==> config.mk <==
export PLATFORM = sky130hd
export DESIGN_NAME = assembly_line_tokenizer_top_flat
export DESIGN_NICKNAME = d
export VERILOG_FILES = /design/src/atk_pkg.sv /design/src/atk_char_if.sv /design/src/atk_token_if.sv /design/src/atk_fifo.sv /design/src/atk_front.sv /design/src/atk_back.sv /design/src/atk_emit.sv /design/src/assembly_line_tokenizer_top.sv /design/src/flat_wrapper.sv
export SDC_FILE = /design/constraint.sdc
export NUM_CORES = 1
export LEC_CHECK = 0
export ABC_AREA = 1
export BUFFER_PORTS_ARGS = -buffer_cell sky130_fd_sc_hd__buf_2
export CORE_MARGIN = 4
export CORE_UTILIZATION = 55
export CTS_CLUSTER_DIAMETER = 80
export DETAILED_ROUTE_END_ITERATION = 7
export GPL_ROUTABILITY_DRIVEN = 0
export GPL_TIMING_DRIVEN = 1
export PLACE_DENSITY = 0.71
export SLEW_MARGIN = 15
export SYNTH_ARGS = -nofsm -noshare
export SYNTH_HDL_FRONTEND = slang
export SYNTH_SLANG_ARGS = --single-unit
==> constraint.sdc <==
create_clock -name clk -period 12.35 [get_ports clk]
set_input_delay 2.47 -clock clk [delete_from_list [all_inputs] [get_ports clk]]
set_output_delay 2.47 -clock clk [all_outputs]
set_load 0.05 [all_outputs]
==> src/atk_pkg.sv <==
// Package with the shared types, character codes and the helper function of the tokenizer.
package atk_pkg;

  localparam int QUEUE_DEPTH = 4;

  localparam logic [7:0] CH_COLON  = 8'h3A;
  localparam logic [7:0] CH_COMMA  = 8'h2C;
  localparam logic [7:0] CH_LPAREN = 8'h28;
  localparam logic [7:0] CH_RPAREN = 8'h29;
  localparam logic [7:0] CH_DOT    = 8'h2E;
  localparam logic [7:0] CH_DOLLAR = 8'h24;
  localparam logic [7:0] CH_PLUS   = 8'h2B;
  localparam logic [7:0] CH_MINUS  = 8'h2D;
  localparam logic [7:0] CH_SPACE  = 8'h20;
  localparam logic [7:0] CH_TAB    = 8'h09;
  localparam logic [7:0] CH_CR     = 8'h0D;
  localparam logic [7:0] CH_NUL    = 8'h00;
  localparam logic [7:0] CH_ZERO   = 8'h30;
  localparam logic [7:0] CH_ONE    = 8'h31;
  localparam logic [7:0] CH_SEVEN  = 8'h37;
  localparam logic [7:0] CH_NINE   = 8'h39;
  localparam logic [7:0] CH_LOW_A  = 8'h61;
  localparam logic [7:0] CH_LOW_F  = 8'h66;
  localparam logic [7:0] CH_UP_A   = 8'h41;
  localparam logic [7:0] CH_UP_F   = 8'h46;
  localparam logic [7:0] CH_LOW_X  = 8'h78;
  localparam logic [7:0] CH_UP_X   = 8'h58;

  typedef enum logic [2:0] {
    KIND_COLON,
    KIND_COMMA,
    KIND_LPAREN,
    KIND_RPAREN,
    KIND_DIRECTIVE,
    KIND_REGISTER,
    KIND_INTEGER,
    KIND_IDENT
  } kind_t;

  typedef enum logic [2:0] {
    PH_START,
    PH_SIGN,
    PH_ZERO,
    PH_HEXPFX,
    PH_HEX,
    PH_OCT,
    PH_DEC,
    PH_BAD
  } phase_t;

  typedef enum logic [1:0] {
    LEAD_OTHER,
    LEAD_DOT,
    LEAD_DOLLAR
  } lead_t;

  typedef struct packed {
    logic        space;
    logic        punct;
    kind_t       pkind;
    logic        dot;
    logic        dollar;
    logic        sign;
    logic        minus;
    logic        zero;
    logic        x;
    logic        dig19;
    logic        oct;
    logic        dec;
    logic        hex;
    logic [3:0]  digit;
    logic [15:0] line;
    logic        last;
  } char_class_t;

  typedef struct packed {
    kind_t       kind;
    logic [15:0] token_line;
    logic [11:0] column;
    logic [5:0]  length;
    logic        ends_line;
    logic        last_of_item;
  } token_t;

  typedef struct packed {
    logic   two;
    token_t tok0;
    token_t tok1;
  } bundle_t;

  function automatic kind_t word_kind(lead_t lead, phase_t phase, logic ovf);
    kind_t k;
    if (lead == LEAD_DOT) begin
      k = KIND_DIRECTIVE;
    end else if (lead == LEAD_DOLLAR) begin
      k = KIND_REGISTER;
    end else if ((phase == PH_ZERO || phase == PH_HEX || phase == PH_OCT ||
                  phase == PH_DEC) && !ovf) begin
      k = KIND_INTEGER;
    end else begin
      k = KIND_IDENT;
    end
    return k;
  endfunction

endpackage

==> src/atk_char_if.sv <==
// Interface for the character input channel.
interface atk_char_if;
  logic        valid;
  logic        ready;
  logic [7:0]  ch;
  logic [15:0] line_number;
  logic        line_last;

  modport source(output valid, ch, line_number, line_last, input ready);
  modport sink(input valid, ch, line_number, line_last, output ready);
endinterface

==> src/atk_token_if.sv <==
// Interface for the token output channel.
interface atk_token_if;
  logic        valid;
  logic        ready;
  logic [2:0]  kind;
  logic [15:0] token_line;
  logic [11:0] column;
  logic [5:0]  length;
  logic        ends_line;
  logic        last_of_item;

  modport source(output valid, kind, token_line, column, length, ends_line, last_of_item,
                 input ready);
  modport sink(input valid, kind, token_line, column, length, ends_line, last_of_item,
               output ready);
endinterface

==> src/atk_fifo.sv <==
// Small register-based queue with a combinational head.
module atk_fifo #(
  parameter int WIDTH = 8,
  parameter int DEPTH = 4
) (
  input  logic             clk,
  input  logic             rst,
  input  logic             push,
  input  logic [WIDTH-1:0] push_data,
  output logic             full,
  input  logic             pop,
  output logic [WIDTH-1:0] pop_data,
  output logic             empty
);
  localparam int PTR_W = (DEPTH > 1) ? $clog2(DEPTH) : 1;
  localparam int CNT_W = $clog2(DEPTH + 1);

  logic [WIDTH-1:0] mem [DEPTH];
  logic [PTR_W-1:0] wr_ptr;
  logic [PTR_W-1:0] rd_ptr;
  logic [CNT_W-1:0] count;

  function automatic logic [PTR_W-1:0] ptr_inc(logic [PTR_W-1:0] p);
    return (p == PTR_W'(DEPTH - 1)) ? '0 : p + 1'b1;
  endfunction

  assign full     = (count == CNT_W'(DEPTH));
  assign empty    = (count == '0);
  assign pop_data = mem[rd_ptr];

  always_ff @(posedge clk) begin
    if (rst) begin
      wr_ptr <= '0;
      rd_ptr <= '0;
      count  <= '0;
    end else begin
      if (push) begin
        wr_ptr <= ptr_inc(wr_ptr);
      end
      if (pop) begin
        rd_ptr <= ptr_inc(rd_ptr);
      end
      case ({push, pop})
        2'b10:   count <= count + 1'b1;
        2'b01:   count <= count - 1'b1;
        default: count <= count;
      endcase
    end
  end

  always_ff @(posedge clk) begin
    if (push) begin
      mem[wr_ptr] <= push_data;
    end
  end
endmodule

==> src/atk_front.sv <==
// Front end: accepts characters and classifies them for the back end.
module atk_front import atk_pkg::*; (
  atk_char_if.sink    chars,
  input  logic        queue_full,
  output logic        queue_push,
  output char_class_t queue_data
);
  logic [7:0] c;
  logic       is_lower_hex;
  logic       is_upper_hex;

  assign c = chars.ch;
  assign chars.ready = !queue_full;
  assign queue_push  = chars.valid && !queue_full;

  always_comb begin
    is_lower_hex = (c >= CH_LOW_A) && (c <= CH_LOW_F);
    is_upper_hex = (c >= CH_UP_A) && (c <= CH_UP_F);

    queue_data.space  = (c == CH_SPACE) || ((c >= CH_TAB) && (c <= CH_CR)) || (c == CH_NUL);
    queue_data.punct  = (c == CH_COLON) || (c == CH_COMMA) ||
                        (c == CH_LPAREN) || (c == CH_RPAREN);
    case (c)
      CH_COLON:  queue_data.pkind = KIND_COLON;
      CH_COMMA:  queue_data.pkind = KIND_COMMA;
      CH_LPAREN: queue_data.pkind = KIND_LPAREN;
      default:   queue_data.pkind = KIND_RPAREN;
    endcase
    queue_data.dot    = (c == CH_DOT);
    queue_data.dollar = (c == CH_DOLLAR);
    queue_data.sign   = (c == CH_PLUS) || (c == CH_MINUS);
    queue_data.minus  = (c == CH_MINUS);
    queue_data.zero   = (c == CH_ZERO);
    queue_data.x      = (c == CH_LOW_X) || (c == CH_UP_X);
    queue_data.dig19  = (c >= CH_ONE) && (c <= CH_NINE);
    queue_data.oct    = (c >= CH_ZERO) && (c <= CH_SEVEN);
    queue_data.dec    = (c >= CH_ZERO) && (c <= CH_NINE);
    queue_data.hex    = queue_data.dec || is_lower_hex || is_upper_hex;
    queue_data.digit  = queue_data.dec ? c[3:0] : c[3:0] + 4'd9;
    queue_data.line   = chars.line_number;
    queue_data.last   = chars.line_last;
  end
endmodule

==> src/atk_back.sv <==
// Back end: word state, integer parsing, tokens; one character per cycle unless out_full.
module atk_back import atk_pkg::*; #(
  parameter int WORD_BUFFER_BYTES = 64,
  parameter int COLUMN_BITS       = 12,
  parameter int INTEGER_BITS      = 64
) (
  input  logic        clk,
  input  logic        rst,
  input  logic        cls_empty,
  input  char_class_t cls,
  output logic        cls_pop,
  input  logic        out_full,
  output logic        out_push,
  output bundle_t     out_bundle
);
  localparam int LEN_W = $clog2(WORD_BUFFER_BYTES);
  localparam int ACC_W = INTEGER_BITS + 4;
  localparam logic [LEN_W-1:0]       KEEP_MAX = LEN_W'(WORD_BUFFER_BYTES - 1);
  localparam logic [COLUMN_BITS-1:0] COL_MAX  = '1;
  localparam logic [ACC_W-1:0]       HALF     = ACC_W'(1) << (INTEGER_BITS - 1);

  logic [COLUMN_BITS-1:0]  position;
  logic                    word_open;
  logic [COLUMN_BITS-1:0]  word_start;
  logic [LEN_W-1:0]        word_length;
  lead_t                   lead;
  phase_t                  phase;
  logic                    negative;
  logic [INTEGER_BITS-1:0] magnitude;
  logic                    overflowed;

  logic [COLUMN_BITS-1:0]  col;
  logic                    grow;
  logic                    starting;
  logic                    flush;
  logic                    last_word;
  logic [COLUMN_BITS-1:0]  s_start;
  logic [LEN_W-1:0]        s_len;
  lead_t                   s_lead;
  phase_t                  s_phase;
  logic                    s_neg;
  logic [INTEGER_BITS-1:0] s_mag;
  logic                    s_ovf;
  logic [LEN_W-1:0]        n_len;
  phase_t                  n_phase;
  logic                    n_neg;
  logic [INTEGER_BITS-1:0] n_mag;
  logic                    n_ovf;
  logic                    feed;
  logic                    do_acc;
  logic [1:0]              base_sel;
  logic [ACC_W-1:0]        wide_mag;
  logic [ACC_W-1:0]        sum;
  logic [ACC_W-1:0]        limit;
  token_t                  tok_a;
  token_t                  tok_p;
  token_t                  tok_l;
  logic [COLUMN_BITS+11:0] col_ext_a;
  logic [COLUMN_BITS+11:0] col_ext_p;
  logic [COLUMN_BITS+11:0] col_ext_l;
  logic [LEN_W+5:0]        len_ext_a;
  logic [LEN_W+5:0]        len_ext_l;

  localparam logic [1:0] BASE_8  = 2'd0;
  localparam logic [1:0] BASE_10 = 2'd1;
  localparam logic [1:0] BASE_16 = 2'd2;

  assign cls_pop = !cls_empty && !out_full;

  always_comb begin
    col       = (position != COL_MAX) ? position + 1'b1 : COL_MAX;
    grow      = !cls.space && !cls.punct;
    flush     = !grow && word_open;
    starting  = grow && !word_open;
    last_word = cls.last && grow;

    s_start = starting ? col : word_start;
    s_len   = starting ? '0 : word_length;
    if (starting) begin
      s_lead = cls.dot ? LEAD_DOT : (cls.dollar ? LEAD_DOLLAR : LEAD_OTHER);
    end else begin
      s_lead = lead;
    end
    s_phase = starting ? PH_START : phase;
    s_neg   = starting ? 1'b0 : negative;
    s_mag   = starting ? '0 : magnitude;
    s_ovf   = starting ? 1'b0 : overflowed;

    feed  = grow && (s_len < KEEP_MAX) && (s_lead == LEAD_OTHER);
    n_len = (grow && (s_len < KEEP_MAX)) ? s_len + 1'b1 : s_len;

    n_phase  = s_phase;
    n_neg    = s_neg;
    do_acc   = 1'b0;
    base_sel = BASE_10;
    case (s_phase)
      PH_START, PH_SIGN: begin
        if (s_phase == PH_START && cls.sign) begin
          n_neg   = cls.minus;
          n_phase = PH_SIGN;
        end else if (cls.zero) begin
          n_phase = PH_ZERO;
        end else if (cls.dig19) begin
          n_phase = PH_DEC;
          do_acc  = 1'b1;
        end else begin
          n_phase = PH_BAD;
        end
      end
      PH_ZERO: begin
        if (cls.x) begin
          n_phase = PH_HEXPFX;
        end else if (cls.oct) begin
          n_phase  = PH_OCT;
          do_acc   = 1'b1;
          base_sel = BASE_8;
        end else begin
          n_phase = PH_BAD;
        end
      end
      PH_HEXPFX, PH_HEX: begin
        if (cls.hex) begin
          n_phase  = PH_HEX;
          do_acc   = 1'b1;
          base_sel = BASE_16;
        end else begin
          n_phase = PH_BAD;
        end
      end
      PH_OCT: begin
        if (cls.oct) begin
          do_acc   = 1'b1;
          base_sel = BASE_8;
        end else begin
          n_phase = PH_BAD;
        end
      end
      PH_DEC: begin
        if (cls.dec) begin
          do_acc = 1'b1;
        end else begin
          n_phase = PH_BAD;
        end
      end
      default: n_phase = PH_BAD;
    endcase

    wide_mag = ACC_W'(s_mag);
    case (base_sel)
      BASE_8:  sum = (wide_mag << 3) + ACC_W'(cls.digit);
      BASE_16: sum = (wide_mag << 4) + ACC_W'(cls.digit);
      default: sum = (wide_mag << 3) + (wide_mag << 1) + ACC_W'(cls.digit);
    endcase
    limit = HALF - ACC_W'(!n_neg);

    n_mag = s_mag;
    n_ovf = s_ovf;
    if (do_acc && !s_ovf) begin
      if (sum > limit) begin
        n_ovf = 1'b1;
      end else begin
        n_mag = sum[INTEGER_BITS-1:0];
      end
    end
    if (!feed) begin
      n_phase = s_phase;
      n_neg   = s_neg;
      n_mag   = s_mag;
      n_ovf   = s_ovf;
    end

    col_ext_a = {12'd0, word_start};
    col_ext_p = {12'd0, col};
    col_ext_l = {12'd0, s_start};
    len_ext_a = {6'd0, word_length};
    len_ext_l = {6'd0, n_len};

    tok_a.kind         = word_kind(lead, phase, overflowed);
    tok_a.token_line   = cls.line;
    tok_a.column       = col_ext_a[11:0];
    tok_a.length       = len_ext_a[5:0];
    tok_a.ends_line    = 1'b0;
    tok_a.last_of_item = 1'b0;

    tok_p.kind         = cls.pkind;
    tok_p.token_line   = cls.line;
    tok_p.column       = col_ext_p[11:0];
    tok_p.length       = 6'd1;
    tok_p.ends_line    = 1'b0;
    tok_p.last_of_item = 1'b0;

    tok_l.kind         = word_kind(s_lead, n_phase, n_ovf);
    tok_l.token_line   = cls.line;
    tok_l.column       = col_ext_l[11:0];
    tok_l.length       = len_ext_l[5:0];
    tok_l.ends_line    = 1'b0;
    tok_l.last_of_item = 1'b0;

    out_bundle.two  = flush && cls.punct;
    out_bundle.tok1 = tok_p;
    if (flush) begin
      out_bundle.tok0 = tok_a;
    end else if (cls.punct) begin
      out_bundle.tok0 = tok_p;
    end else begin
      out_bundle.tok0 = tok_l;
    end
    if (out_bundle.two) begin
      out_bundle.tok1.ends_line    = cls.last;
      out_bundle.tok1.last_of_item = 1'b1;
    end else begin
      out_bundle.tok0.ends_line    = cls.last;
      out_bundle.tok0.last_of_item = 1'b1;
    end

    out_push = cls_pop && (flush || cls.punct || last_word);
  end

  always_ff @(posedge clk) begin
    if (rst) begin
      position    <= '0;
      word_open   <= 1'b0;
      word_start  <= '0;
      word_length <= '0;
      lead        <= LEAD_OTHER;
      phase       <= PH_START;
      negative    <= 1'b0;
      magnitude   <= '0;
      overflowed  <= 1'b0;
    end else if (cls_pop) begin
      if (cls.last) begin
        position <= '0;
      end else if (position != COL_MAX) begin
        position <= position + 1'b1;
      end
      if (cls.last || !grow) begin
        word_open   <= 1'b0;
        word_start  <= '0;
        word_length <= '0;
        lead        <= LEAD_OTHER;
        phase       <= PH_START;
        negative    <= 1'b0;
        magnitude   <= '0;
        overflowed  <= 1'b0;
      end else begin
        word_open   <= 1'b1;
        word_start  <= s_start;
        word_length <= n_len;
        lead        <= s_lead;
        phase       <= n_phase;
        negative    <= n_neg;
        magnitude   <= n_mag;
        overflowed  <= n_ovf;
      end
    end
  end
endmodule

==> src/atk_emit.sv <==
// Output stage: presents the one or two tokens of each queued bundle in order.
module atk_emit import atk_pkg::*; (
  input  logic        clk,
  input  logic        rst,
  input  logic        bundle_empty,
  input  bundle_t     bundle,
  output logic        bundle_pop,
  atk_token_if.source tokens
);
  logic   second;
  logic   fire;
  token_t tok;

  assign tok  = second ? bundle.tok1 : bundle.tok0;
  assign fire = tokens.valid && tokens.ready;

  assign tokens.valid        = !bundle_empty;
  assign tokens.kind         = tok.kind;
  assign tokens.token_line   = tok.token_line;
  assign tokens.column       = tok.column;
  assign tokens.length       = tok.length;
  assign tokens.ends_line    = tok.ends_line;
  assign tokens.last_of_item = tok.last_of_item;

  assign bundle_pop = fire && (second || !bundle.two);

  always_ff @(posedge clk) begin
    if (rst) begin
      second <= 1'b0;
    end else if (fire) begin
      second <= bundle.two && !second;
    end
  end
endmodule

==> src/assembly_line_tokenizer_top.sv <==
// Top level of the assembly line tokenizer.
// A token is presented once the character that completes it has passed through the middle
// queue, the back end and the output queue.
// Throughput: one character per cycle while neither queue is full; a character that yields two
// tokens holds the output for both of them, and the four-entry queues absorb the difference.
// Reset: synchronous rst empties both queues and clears the column count and word state.
module assembly_line_tokenizer_top import atk_pkg::*; #(
  parameter int WORD_BUFFER_BYTES = 64,
  parameter int COLUMN_BITS       = 12,
  parameter int INTEGER_BITS      = 64
) (
  input logic         clk,
  input logic         rst,
  atk_char_if.sink    chars,
  atk_token_if.source tokens
);
  logic        mid_push;
  logic        mid_full;
  logic        mid_pop;
  logic        mid_empty;
  char_class_t mid_in;
  char_class_t mid_out;
  logic        out_push;
  logic        out_full;
  logic        out_pop;
  logic        out_empty;
  bundle_t     out_in;
  bundle_t     out_out;

  atk_front u_front (
    .chars      (chars),
    .queue_full (mid_full),
    .queue_push (mid_push),
    .queue_data (mid_in)
  );

  atk_fifo #(
    .WIDTH ($bits(char_class_t)),
    .DEPTH (QUEUE_DEPTH)
  ) u_mid_queue (
    .clk       (clk),
    .rst       (rst),
    .push      (mid_push),
    .push_data (mid_in),
    .full      (mid_full),
    .pop       (mid_pop),
    .pop_data  (mid_out),
    .empty     (mid_empty)
  );

  atk_back #(
    .WORD_BUFFER_BYTES (WORD_BUFFER_BYTES),
    .COLUMN_BITS       (COLUMN_BITS),
    .INTEGER_BITS      (INTEGER_BITS)
  ) u_back (
    .clk        (clk),
    .rst        (rst),
    .cls_empty  (mid_empty),
    .cls        (mid_out),
    .cls_pop    (mid_pop),
    .out_full   (out_full),
    .out_push   (out_push),
    .out_bundle (out_in)
  );

  atk_fifo #(
    .WIDTH ($bits(bundle_t)),
    .DEPTH (QUEUE_DEPTH)
  ) u_out_queue (
    .clk       (clk),
    .rst       (rst),
    .push      (out_push),
    .push_data (out_in),
    .full      (out_full),
    .pop       (out_pop),
    .pop_data  (out_out),
    .empty     (out_empty)
  );

  atk_emit u_emit (
    .clk          (clk),
    .rst          (rst),
    .bundle_empty (out_empty),
    .bundle       (out_out),
    .bundle_pop   (out_pop),
    .tokens       (tokens)
  );
endmodule

==> src/flat_wrapper.sv <==
// flat-port wrapper written by rule: the top's interface ports become plain ports
module assembly_line_tokenizer_top_flat import atk_pkg::*;
#(
  parameter int WORD_BUFFER_BYTES = 64,
  parameter int COLUMN_BITS       = 12,
  parameter int INTEGER_BITS      = 64
)
  (clk, rst, chars_valid, chars_ch, chars_line_number, chars_line_last, chars_ready, tokens_valid, tokens_kind, tokens_token_line, tokens_column, tokens_length, tokens_ends_line, tokens_last_of_item, tokens_ready);
  atk_char_if chars_i ();
  atk_token_if tokens_i ();
  input logic clk;
  input logic rst;
  input wire logic [$bits(chars_i.valid)-1:0] chars_valid;
  input wire logic [$bits(chars_i.ch)-1:0] chars_ch;
  input wire logic [$bits(chars_i.line_number)-1:0] chars_line_number;
  input wire logic [$bits(chars_i.line_last)-1:0] chars_line_last;
  output wire logic [$bits(chars_i.ready)-1:0] chars_ready;
  output wire logic [$bits(tokens_i.valid)-1:0] tokens_valid;
  output wire logic [$bits(tokens_i.kind)-1:0] tokens_kind;
  output wire logic [$bits(tokens_i.token_line)-1:0] tokens_token_line;
  output wire logic [$bits(tokens_i.column)-1:0] tokens_column;
  output wire logic [$bits(tokens_i.length)-1:0] tokens_length;
  output wire logic [$bits(tokens_i.ends_line)-1:0] tokens_ends_line;
  output wire logic [$bits(tokens_i.last_of_item)-1:0] tokens_last_of_item;
  input wire logic [$bits(tokens_i.ready)-1:0] tokens_ready;
  assign chars_i.valid = chars_valid;
  assign chars_i.ch = chars_ch;
  assign chars_i.line_number = chars_line_number;
  assign chars_i.line_last = chars_line_last;
  assign chars_ready = chars_i.ready;
  assign tokens_valid = tokens_i.valid;
  assign tokens_kind = tokens_i.kind;
  assign tokens_token_line = tokens_i.token_line;
  assign tokens_column = tokens_i.column;
  assign tokens_length = tokens_i.length;
  assign tokens_ends_line = tokens_i.ends_line;
  assign tokens_last_of_item = tokens_i.last_of_item;
  assign tokens_i.ready = tokens_ready;
  assembly_line_tokenizer_top #(.WORD_BUFFER_BYTES(WORD_BUFFER_BYTES), .COLUMN_BITS(COLUMN_BITS), .INTEGER_BITS(INTEGER_BITS)) u_core (.clk(clk), .rst(rst), .chars(chars_i), .tokens(tokens_i));
endmodule
==> flow_summary.yaml <==
layout:
  num_antenna_cells: 0
  final_common_cell: "nand2_1"
  fill_cells: 5186
  final_cell_mix: "nand2_1, nor2_1, a21oi_1"
  synthToLayoutAreaGrowth_pct: 7.83
  fin_area_um2: 33600
  finalNetCount: 4228
  drive_gt1_frac: 0.0595
run:
  maxCapViolCount: 0
timing:
  finalCritPeriodShare: 0.733
  min_period_ns: 9.05
  fmax_ghz: 0.110
  setup_violations: 0
  fin_tns_setup_ns: 0
  hold_viol: 0
  rsz0062_at_grt: "false"
  fin_skew_ns: 0.0169
  worst_slew_margin_rel: 0.185
  timing.hold.ws_ns: 0.470
  slew_viol_final: 0
  tightest_slew_ns: 1.22
synth:
  ys_types: 62
  synth_seq_area_share: 0.424
  avgSynthCellArea_um2: 7.80
  ys_ff_latch: 481
  ys.flop_type: "edfxtp_1"
  syn-num-nets: 4249
  synth_edf_count: 360
  synthArstFlopShare: 0
  synth.cell_area_um2: 31200
  syn_inst: 4000
  yosys_warnings: 0
worst_setup_path:
  startpoint_type: "flop"
  crit_top_cell: "nand2_1"
  cp_max_fo: 70
  crit_type: "reg -> reg"
  cp.arrival_ns: 9.55
  crit_path_max_incr_delay_ns: 0.91
  required_ns: 12.85
  end_kind: "flop"
  critical_path.top_delay_family: "simple AND/OR/NAND/NOR gates"
  critPathBufInv: 5
  cp_slowest_cell: "nand4_4"
floorplanning:
  initial_core_util: 0.554
  dieWidth_um: 246
  coreArea_um2: 56300
  num_rows: 87
  dieArea_um2: 60600
  die_y_um: 246
  top_level_ports: 70
routing:
  totalWireLength_mm: 92.1
  via_count: 28588
  route.detailed.drc: 0
  wl_per_cell_um: 19.3
  drtPass1Iterations: 6
  first_iter_violations: 3399
  ant_nets: 0
  via_per_inst: 5.99
clocking:
  cts_buffer_depth: 3
  htreeDepth: 2
  clock-sinks: 481
  cts_hold_buf: 0
  cts-root-buf: "clkbuf_16"
  cts_tree: "done"
  cts_resized: 0
  post-cts-setup-buffer-count: 0
  path_clk_slew_ns: 0.06
  worst_skew_pair.late_latency_ns: 0.60
  cts_buffers: 47
status:
  run_status: "finished, final reports clean"
power:
  leakagePower_nw: 13.6
  peakVddDrop_mv: 0.255
  power.density_nw_per_um2: 206
global_route:
  grt_pass1_wl_mm: 144
  grt_pass1_vias: 26176
  grtUsageTotal: 0.296
  grt.overflow.total: 0
  antenna_found_initial: 0
  grt_max_degree: 87
placed_design:
  hpwlAfterDp_mm: 63.0
  numPortBuffers: 69
  dpl_cell_area_um2: 32100
hold_path:
  hold_path.class: "reg -> reg"
-- worst min-delay path: stages (launching register included) --
cell     delay, ns
dfxtp_1       0.31
nand2_1       0.06
a21oi_1       0.06
-- per-stage QoR --
| step | util | std cells | setup WS, ns | total power, W |
|---|---|---|---|---|
| after floorplan | - | 4000 | 3.72 | 0.00461 |
| after global placement | 0.570 | 4686 | 3.59 | 0.00543 |
| after detailed placement | 0.570 | 4686 | 3.48 | 0.00548 |
| after CTS | 0.598 | 4771 | 3.45 | 0.00693 |
| after global routing | 0.598 | 4771 | 2.50 | 0.00735 |
| final | 0.598 | 4771 | 3.30 | 0.00695 |
-- state kept, by name, summed over array words and instances, names as in the netlist, 2 cells and up, named ones only --
| name | cells |
|---|---|
| u_core.u_mid_queue.mem | 140 |
| u_core.u_out_queue.count | 3 |
| u_core.u_out_queue.wr_ptr | 2 |
| u_core.u_mid_queue.wr_ptr | 2 |
| u_core.u_out_queue.mem | 220 |
| u_core.u_back.word_length | 6 |
| u_core.u_mid_queue.rd_ptr | 2 |
| u_core.u_back.magnitude | 64 |
| u_core.u_out_queue.rd_ptr | 2 |
| u_core.u_back.lead | 2 |
| u_core.u_back.word_start | 12 |
| u_core.u_mid_queue.count | 3 |
| u_core.u_back.phase | 3 |
| u_core.u_back.position | 12 |
-- area by class of cell --
class                      count  area [um2]  share of cell area
multi-input combinational   2973       15900               0.473
sequential                   481       13200               0.393
inverter                     375        1410              0.0419
clock buffer                  56        1260              0.0375
tap                          756         946              0.0281
timing repair buffer         101         588              0.0175
clock inverter                29         297             0.00881
-- kinds of logic after synthesis --
kind of cell,Yosys count,share of synthesized area
AO/OA/AOI/OAI,910,0.162
XOR/XNOR,60,0.0168
adder cells (fa/ha/maj),220,0.0889
buffers and inverters,546,0.0690
flip-flops,481,0.424
AND/OR/NAND/NOR,1783,0.240
-- synthesized netlist by cell type, types with 5 or more instances --
master	count	share of area
xnor2_1	18	0.0051
nor2_1	534	0.064
a211oi_1	13	0.0031
nand2_1	807	0.097
o21ai_0	287	0.046
inv_1	359	0.043
a21o_1	7	0.0017
a22oi_1	13	0.0031
or2_2	14	0.0028
dfxtp_1	121	0.078
o21ai_1	27	0.0043
nand4_1	73	0.015
a31oi_1	39	0.0078
ha_1	217	0.087
o211ai_1	16	0.0038
a32oi_1	5	0.0014
buf_2	17	0.0027
a21oi_1	368	0.059
buf_1	13	0.0016
xor2_1	42	0.012
nor2_2	9	0.0018
buf_4	6	0.0014
nand3b_1	7	0.0017
nor3_1	33	0.0053
o221ai_1	9	0.0025
o21bai_1	17	0.0041
clkbuf_1	128	0.015
and3_1	5	0.0010
buf_6	6	0.0022
o21a_1	9	0.0022
inv_2	11	0.0013
o22ai_1	70	0.014
nor4_1	14	0.0028
nand3_1	272	0.044
edfxtp_1	360	0.35
-- metal layers --
layer	wire length [um]	track usage	part of all wire
met1	38600	0.407	0.42
met2	41200	0.466	0.45
met3	8160	0.0493	0.089
met4	4070	0.123	0.044
met5	0	0	0
-- power breakdown --
group | switching [W] | total (W) | leakage [nW] | internal (W)
clock | 0.000630 | 0.00145 | 0.756 | 0.000820
sequential | 0.0000965 | 0.00225 | 4.27 | 0.00215
combinational | 0.00249 | 0.00325 | 8.57 | 0.000753
-- worst paths after layout --
| path | start | to | slack (ns) | cells past startpoint |
|---|---|---|---|---|
| setup / recovery | flop | u_core.u_back.magnitude[2] | 3.30 | 32 |
| hold / removal | u_core.u_back.magnitude[63] | u_core.u_back.magnitude[63] | 0.47 | 2 |
| setup reg to reg | flop | u_core.u_back.magnitude[2] | 3.30 | 32 |
| hold reg to reg | u_core.u_back.magnitude[63] | u_core.u_back.magnitude[63] | 0.47 | 2 |
Note: power is estimated with default switching activity, not from simulation.
